--- src/hw/rtl/jbp_pkg.sv ---
package jbp_pkg;

  localparam int SAMPLE_W  = 16;
  localparam int GAIN_W    = 16;
  localparam int PREFILL_W = 11;
  localparam int CFG_IDX_W = 2;
  localparam int CFG_DAT_W = 16;

  localparam logic [CFG_IDX_W-1:0] REG_GAIN    = 2'd0;
  localparam logic [CFG_IDX_W-1:0] REG_PREFILL = 2'd1;

  localparam logic MODE_PUSH  = 1'b0;
  localparam logic MODE_BLOCK = 1'b1;

  localparam logic [GAIN_W-1:0]    GAIN_RESET    = 16'd41288;
  localparam logic [PREFILL_W-1:0] PREFILL_RESET = 11'd960;

  typedef struct packed {
    logic                       mode;
    logic signed [SAMPLE_W-1:0] sample_in;
  } jbp_in_t;

  typedef struct packed {
    logic signed [SAMPLE_W-1:0] sample_out;
    logic                       underrun;
    logic                       last;
  } jbp_out_t;

endpackage

--- src/hw/rtl/jbp_mul.sv ---
module jbp_mul (
  input  logic                                clk,
  input  logic                                en,
  input  logic signed [jbp_pkg::SAMPLE_W-1:0] sample,
  input  logic [jbp_pkg::GAIN_W-1:0]          gain,
  output logic signed [jbp_pkg::SAMPLE_W-1:0] scaled_r
);
  import jbp_pkg::*;

  logic signed [SAMPLE_W+GAIN_W:0] prod;

  // The arithmetic shift of the product rounds toward minus infinity.
  assign prod = sample * $signed({1'b0, gain});

  always_ff @(posedge clk) begin
    if (en) begin
      scaled_r <= prod[SAMPLE_W+GAIN_W-1:GAIN_W];
    end
  end

endmodule

--- config.mk ---
export PLATFORM = sky130hd
export DESIGN_NAME = jbp_mul
export DESIGN_NICKNAME = d
export VERILOG_FILES = /design/src/hw/rtl/jbp_pkg.sv /design/src/hw/rtl/jbp_mul.sv
export SDC_FILE = /design/constraint.sdc
export NUM_CORES = 1
export LEC_CHECK = 0
export BUFFER_PORTS_ARGS = -buffer_cell sky130_fd_sc_hd__buf_2
export CAP_MARGIN = 20
export CORE_ASPECT_RATIO = 0.8
export CORE_MARGIN = 5
export CORE_UTILIZATION = 49
export DETAILED_ROUTE_END_ITERATION = 8
export GPL_ROUTABILITY_DRIVEN = 0
export PLACE_DENSITY = 0.63
export SYNTH_ARGS = -nofsm -noshare
export SYNTH_HDL_FRONTEND = slang
export SYNTH_SLANG_ARGS = --single-unit
--- constraint.sdc ---
create_clock -name clk -period 13.2 [get_ports clk]
set_input_delay 2.64 -clock clk [delete_from_list [all_inputs] [get_ports clk]]
set_output_delay 2.64 -clock clk [all_outputs]
set_load 0.01 [all_outputs]
# After elaboration in Yosys (flattened, before gate mapping)
# Index checks and enable logic that the tools add are counted.
# classes
add_sub_neg,0
multipliers,1
div_mod_pow,0
order_cmp,0
eq_ne,0
shift,0
muxes,0
bitwise,0
n_reduce_logical,0
# op_table
cell,count
multiplier 16 x 17 -> 32 bit,1
# totals
reg_bits,16
latchBits,0
ram_bits,0
rom_bits,0
inputBits,34
memories,0

# Longest topological paths before layout
# Gate-level depths: netlist of the first run.
# logic_depth
depth_word,1
mapped_depth,22

# Least setup slack after synthesis of the first run
# Ideal clock, no wire load.
# synth_timing
kind,input to register
startpoint,input sample[1] (netlist name)
endpoint,"register scaled_r[11] (netlist name), data pin"
setup_time_ns,0.263
arrival_time_ns,8.059
required_time_ns,12.937
slack_ns,4.878
stages,20
cell_sequence,clkbuf_1 > nand2_1 > fa_1 > fa_1 > fa_1 > fa_1 > inv_1 > fa_1 > inv_1 > fa_1 > inv_1 > ha_1 > nand2_2 > or3_1 > a211oi_2 > a21oi_2 > o41ai_4 > nor2_2 > o311a_1 > xnor2_1
# synth_via
elab_chain_cells,1
# synth_lines
element,line_no,rtl
start: declaration,jbp_mul.sv:4,"input logic signed [jbp_pkg::SAMPLE_W-1:0] sample,"
multiplier 16 x 17 -> 32 bit,jbp_mul.sv:13,"assign prod = sample * $signed({1'b0, gain});"
net prod[27],jbp_mul.sv:10,logic signed [SAMPLE_W+GAIN_W:0] prod;
end signal: assignment,jbp_mul.sv:17,scaled_r <= prod[SAMPLE_W+GAIN_W-1:GAIN_W];
end: declaration,jbp_mul.sv:6,output logic signed [jbp_pkg::SAMPLE_W-1:0] scaled_r
# The timed path passes the listed nets, and every way through them passes these cells.
# A chain may end at the register's enable or synchronous reset.

# Worst setup path in the final report of the first run
# Ends and elaborated chain as after synthesis.

==> results of run 1 <==
worst max path at each step:
stage,startpoint,to,cells after the start
detailed placement,sample[1],scaled_r[11],20
finish,sample[1],scaled_r[11],20
floorplan,sample[1],scaled_r[11],20
global placement,sample[1],scaled_r[11],20
global route,sample[1],scaled_r[11],20
CTS,sample[1],scaled_r[11],20
kinds of logic (layout without fill, tap and decap cells):
| group | after synthesis | in the layout | synth area share, % |
|---|---|---|---|
| compound gates | 81 | 81 | 5.99 |
| xor+xnor | 18 | 18 | 1.74 |
| simple gates | 308 | 308 | 16.8 |
| flops | 16 | 16 | 5.31 |
| fa+ha+maj | 307 | 307 | 58.5 |
| buf+inv | 280 | 298 | 11.6 |
synth_stat cells, types with 2 or more instances:
master / number
ha_1: 114
o21ai_0: 12
nand4_1: 8
xor2_1: 5
fa_1: 193
nor2_1: 22
xnor2_1: 13
o221ai_1: 2
clkbuf_1: 35
nor3_1: 6
a211oi_1: 4
nand3_1: 2
edfxtp_1: 16
a31oi_1: 4
nor3b_1: 3
nand2_1: 138
nand2b_1: 6
o21bai_1: 8
a21o_1: 8
a21oi_1: 31
and2_1: 119
inv_1: 245
critical path: stages:
cell and delay, ns:
buf_2 0.32, nand2_1 0.14, fa_1 0.52, fa_1 0.58, fa_1 0.45, fa_1 0.54
inv_1 0.05, fa_1 0.47, inv_1 0.05, fa_1 0.47, inv_1 0.04, ha_1 0.33
nand2_2 0.10, or3_1 0.39, a211oi_2 0.25, a21oi_2 0.14, o41ai_4 0.37, nor2_2 0.14
o311a_1 0.32, xnor2_1 0.12
final cells by class:
class	instances	area [µm²]
Clock buffer	3	75.1
Fill cell	1730	8650
Timing Repair Buffer	49	245
Inverter	245	920
Tap cell	230	288
Sequential cell	16	480
Clock inverter	1	3.75
Multi-Input combinational cell	714	7510
routing by layer:
metal  up-vias  GRT usage [%]
li1       3063              -
met1      3405           29.7
met2       191           33.0
met3        22           2.76
met4         0           3.33
met5         -              0
cells in the final DEF (no fill, tap or decap), drive strengths merged, types with 2 or more instances in the layout:
cell type / instances
and2: 119
buf: 49
a21o: 8
inv: 245
nand2: 139
a31oi: 4
nor3: 6
o221ai: 2
nor2: 23
xor2: 5
a21oi: 32
o21ai: 12
ha: 114
clkbuf: 3
nand2b: 6
fa: 193
o21bai: 8
a211oi: 5
nor3b: 3
nand3: 2
xnor2: 13
edfxtp: 16
nand4: 8
stage by stage:
step	cell area [µm²]	cells	utilization, %	setup slack (ns)	hold slack, ns
detailed placement	9440	1254	52.0	4.47	3.06
finish	9520	1258	52.4	4.74	2.83
floorplan	9040	1010	-	4.88	2.75
global placement	9440	1254	52.0	4.57	3.05
global route	9520	1258	52.4	4.49	2.85
CTS	9520	1258	52.4	4.72	2.83
==> summary.md, run 1 <==
| Metric | Value |
|---|---|
| Status | finished, final reports clean |
| Buffer levels on the longest clock path | 2 |
| Core area | 18,200 µm² |
| RSZ-0062 raised after global routing | no |
| ANT cells | 0 |
| Gr usage total | 20.3% |
| Max cap viols | 0 |
| Largest net degree at the start of global routing | 17 |
| Clock Sinks | 16 |
| Fin. Hold Viols | 0 |
| Hold Path Cell Cnt | 1 |
| Reg with most FFs | scaled_r |
| Initial Util | 49.8% |
| Synth warn | 0 |
| Hold Crit Endpoint | scaled_r[13] |
| Synthesized Nets | 1,351 |
| Final period util | 64.1% |
| Max Slew Vio Count | 0 |
| Fmax | 0.118 GHz |
| Headroom to the max-slew limit | 67.5% |
| Total iterations of the first detailed-routing run | 5 |
| CTS tree | yes |
| Synthesized flop and latch total | 16 |
| Hold path start | en |
| First-pass GRT wire length | 35,300 µm |
| Setup Viol. Count Final | 0 |
| Synth area leaders | fa_1 (43%), ha_1 (16%), inv_1 (10%), and2_1 (8.2%), nand2_1 (5.7%) |
| Vias per cell | 5.31 |
| Crit Path Category | primary input to register |
| Metal1 wirelength | 9290 µm |
| Cell taking the most area after synthesis | fa_1 |
| Number of flip-flops in the largest register | 16 |
| Seq/Total Area, Yosys | 5.31% |
| Asr flop ratio synth | 0% |
| Most used DFF post-synth | edfxtp_1 |
| I/O Pins | 50 |
| DRC viols | 0 |
| CTS clk-pin slew, worst paths | 0.05 ns |
| Hold Path Class | primary input to register |
| Total grt overflow | 0 |
| Final WL | 20,700 µm |
| Post-layout minimum cycle time | 8.46 ns |
| Worst Max-Slew Pin Slew | 0.487 ns |
| Final antenna-violating net count | 0 |
| DR WL met3 | 1180 µm |
| Yosys cell types | 38 |
| Mapped Cells | 1,010 |
| Biggest regs | scaled_r: 16 flops |
| Number of DRC markers in iteration 0 | 287 |
| Final nets | 1,370 |
| Met2 routed WL | 9890 µm |
| CP Capture Type | register |
| Antenna violations before repair | 0 |
| CTS H-tree depth | 1 |
| Arrival time worst endpoint | 8.45 ns |
| Cts bufs inserted | 3 |
| Hold-fix buffers at CTS | 0 |
| Layout cells sized above 1 | 5.64% |
| Avg Inst Size Synth | 8.95 µm² |
| Detailed Place HPWL | 17,500 µm |
| Max Fanout on Critical Path | 16 |
| Avg WL per Cell | 16.5 µm |
| Vias in the first global route | 7,013 |
| Routed via count | 6,681 |
| CTS resizes | 0 |
| DIE WIDTH | 162 µm |
| Clock root buffer | clkbuf_16 |
| Fin Setup TNS | 0 ns |
| Req. time, crit path | 13.19 ns |
| Cell Rows | 44 |
| Die area | 21,300 µm² |
| Port bufs | 49 |
| Worst Setup Start Kind | primary input |
| Layout area overhead | 5.31% |
| Post-CTS Setup Bufs | 0 |
| Synthesized area | 9040 µm² |
| Top layer in use | met4 |
| Post-synth EDFFs | 16 |
| Die Y-Extent | 131 µm |
| Top cell type's share of synthesized area | 42.7% |
Power of run 1 is left out: the tool's default activity adds up to more than one toggle a clock period on the data nets, which glitch-free logic cannot reach.
==> inputs of run 2 (changes only) <==
--- a/config.mk
+++ b/config.mk
@@ -5,6 +5,7 @@
 export SDC_FILE = /design/constraint.sdc
 export NUM_CORES = 1
 export LEC_CHECK = 0
+export ABC_AREA = 1
 export BUFFER_PORTS_ARGS = -buffer_cell sky130_fd_sc_hd__buf_2
 export CAP_MARGIN = 20
 export CORE_ASPECT_RATIO = 0.8
@@ -12,7 +13,7 @@
 export CORE_UTILIZATION = 49
 export DETAILED_ROUTE_END_ITERATION = 8
 export GPL_ROUTABILITY_DRIVEN = 0
-export PLACE_DENSITY = 0.63
+export PLACE_DENSITY = 0.66
 export SYNTH_ARGS = -nofsm -noshare
 export SYNTH_HDL_FRONTEND = slang
 export SYNTH_SLANG_ARGS = --single-unit
==> constraint.sdc (replaced) <==
create_clock -name clk -period 7.7 [get_ports clk]
set_input_delay 1.54 -clock clk [delete_from_list [all_inputs] [get_ports clk]]
set_output_delay 1.54 -clock clk [all_outputs]
set_load 0.01 [all_outputs]
==> summary.md, run 2 <==
| Metric | Value |
|---|---|
| Synthesized Nets | 1,634 (+21%) |
| Crit-path most repeated cell | fa_1 |
| Worst Max-Slew Pin Slew | 0.479 ns (-0.00801 ns) |
| Setup Viol. Count Final | 0 (unchanged) |
| Final antenna-violating net count | 0 (unchanged) |
| Final WS setup | 0.951 ns (-3.79 ns) |
| Worst slack, placed | 0.749 ns (-3.72 ns) |
| Buffer levels on the longest clock path | 2 (unchanged) |
| Most used DFF post-synth | edfxtp_1 |
| Final nets | 1,634 (+19%) |
| Commonest non-fill, non-tap cell in the layout | inv_1 |
| DRC viols | 0 (unchanged) |
| Post-layout minimum cycle time | 6.75 ns |
| Top cell type's share of synthesized area | 40.2% (-2.6 points) |
| Die Y-Extent | 135 µm (+2.9%) |
| Synth warn | 0 (unchanged) |
| Synth top cells by count | inv_1 (391), nand2_1 (354), fa_1 (193), ha_1 (114), nor2_1 (59) |
| Most frequent cells in the layout | inv_1 (391), nand2_1 (354), fa_1 (193) |
| Max Slew Vio Count | 0 (unchanged) |
| Cell Rows | 45 (+2.3%) |
| Hold-fix buffers at CTS | 0 (unchanged) |
| Avg WL per Cell | 15.2 µm (-7.4%) |
| Headroom to the max-slew limit | 68.1% (+0.57 points) |
| Mapped Cells | 1,293 (+28%) |
| Port bufs | 49 (unchanged) |
| Filler cells | 1,925 (+11%) |
| Seq/Total Area, Yosys | 4.99% (-0.32 points) |
| Max Fanout on Critical Path | 16 (unchanged) |
| Asr flop ratio synth | 0% (unchanged) |
| Gr usage total | 22.1% (+1.8 points) |
| Antenna violations before repair | 0 (unchanged) |
| Layout cells sized above 1 | 4.80% (-0.84 points) |
| Final WL | 23,600 µm (+14%) |
| Yosys cell types | 26 (-32%) |
| ANT cells | 0 (unchanged) |
| First-pass GRT wire length | 40,600 µm (+15%) |
| CP Capture Type | register |
| Clock Sinks | 16 (unchanged) |
| Synthesized flop and latch total | 16 (unchanged) |
| Req. time, crit path | 7.70 ns (-5.49 ns) |
| Final std cells w/o fill | 1,550 (+23%) |
| Initial Util | 50.3% (+0.49 points) |
| Core area | 19,100 µm² (+5.4%) |
| CP delay by family, top | adder cells |
| Total grt overflow | 0 (unchanged) |
| Max stage delay on crit path | 0.56 ns (-0.02 ns) |
| Arrival time worst endpoint | 6.75 ns (-1.70 ns) |
| CP bufs+invs | 6 (+2) |
| Hold Path Class | primary input to register |
| Routed via count | 7,646 (+14%) |
| Post-CTS Setup Bufs | 0 (unchanged) |
| Inst Count DP | 1,546 (+23%) |
| Clock root buffer | clkbuf_16 |
| Critical path depth | 22 (+10%) |
| Reg with most FFs | scaled_r |
| Post-layout utilization of the core | 52.6% (+0.18 points) |
| Vias in the first global route | 7,947 (+13%) |
| Avg Inst Size Synth | 7.44 µm² (-17%) |
| Synth area leaders | fa_1 (40%), inv_1 (15%), ha_1 (15%), nand2_1 (14%), edfxtp_1 (5.0%) |
| Fin. Hold Viols | 0 (unchanged) |
| Largest net degree at the start of global routing | 17 (unchanged) |
| Number of DRC markers in iteration 0 | 554 (+93%) |
| Synthesized area | 9620 µm² (+6.4%) |
| CTS clk-pin slew, worst paths | 0.05 ns (about the same) |
| Biggest regs | scaled_r: 16 flops |
| Die area | 22,600 µm² (+6.0%) |
| Fin Setup TNS | 0 ns (unchanged) |
| Crit path cell chain | buf_2 > nand2_1 > fa_1 > inv_1 > fa_1 > inv_1 > fa_1 > inv_1 > fa_1 > fa_1 > inv_1 > fa_1 > inv_1 > ha_1 > a21oi_1 > o21ai_0 > a21oi_1 > nor2_1 > nor2_1 > nand2_1 > nand2_1 > nand2_1 |
| Vias per cell | 4.93 (-7.1%) |
| Worst Setup Start Kind | primary input |
| Hold Path Cell Cnt | 1 (unchanged) |
| Final period util | 87.6% |
| DIE WIDTH | 167 µm (+3.0%) |
| Cell taking the most area after synthesis | fa_1 |
| Crit Path Category | primary input to register |
| RSZ-0062 raised after global routing | no |
| CTS resizes | 0 (unchanged) |
| Worst path slowest cell | fa_1 |
| Fmax | 0.148 GHz |
| Post-synth EDFFs | 16 (unchanged) |
| Layout area overhead | 4.66% |
| Total iterations of the first detailed-routing run | 5 (unchanged) |
| I/O Pins | 50 (unchanged) |
| Max cap viols | 0 (unchanged) |
| Status | finished, final reports clean |
| Count leader, synth | inv_1 |
| Detailed Place HPWL | 19,900 µm (+14%) |
| Number of flip-flops in the largest register | 16 (unchanged) |
| CTS tree | yes |
| Cts bufs inserted | 3 (unchanged) |
| CTS H-tree depth | 1 (unchanged) |
==> run 2: final timing paths <==
| path | from | to | slack, ns |
|---|---|---|---|
| min | en | scaled_r[7] | 1.74 |
| max | gain[7] | scaled_r[11] | 0.95 |
==> run 2: routing by layer <==
layer | vias up | GRT usage (%) | part of all wire [%]
met4 | 0 | 2.00 | 0.91
met1 | 3673 | 33.1 | 48
met3 | 26 | 4.03 | 8.2
met2 | 280 | 35.0 | 43
li1 | 3667 | - | -
met5 | - | 0 | 0
==> run 2: final cells by class <==
| cell class | count | area (µm²) | area share (%) |
|---|---|---|---|
| Clock buffer | 3 | 75.1 | 0.746 |
| Clock inverter | 1 | 3.75 | 0.0373 |
| Inverter | 392 | 1470 | 14.6 |
| Multi-Input combinational cell | 830 | 7460 | 74.1 |
| Sequential cell | 16 | 480 | 4.77 |
| Tap cell | 258 | 323 | 3.21 |
| Timing Repair Buffer | 50 | 253 | 2.51 |
==> run 2: kinds of logic after synthesis <==
kind of cell    after synthesis  synth area share [%]
fa+ha+maj                   307                  55.0
xor+xnor                      9                 0.819
buf+inv                     447                  17.4
flops                        16                  4.99
compound gates               59                  3.24
simple gates                455                  18.5
==> run 2: per-stage QoR <==
step	cell area (µm²)	hold WS, ns
3_5_place_dp	9990	1.95
5_1_grt	10100	1.75
2_1_floorplan	9620	1.65
6_report	10100	1.74
4_1_cts	10100	1.74
3_3_place_gp	9990	1.96
Power of run 2 is left out for the same reason.
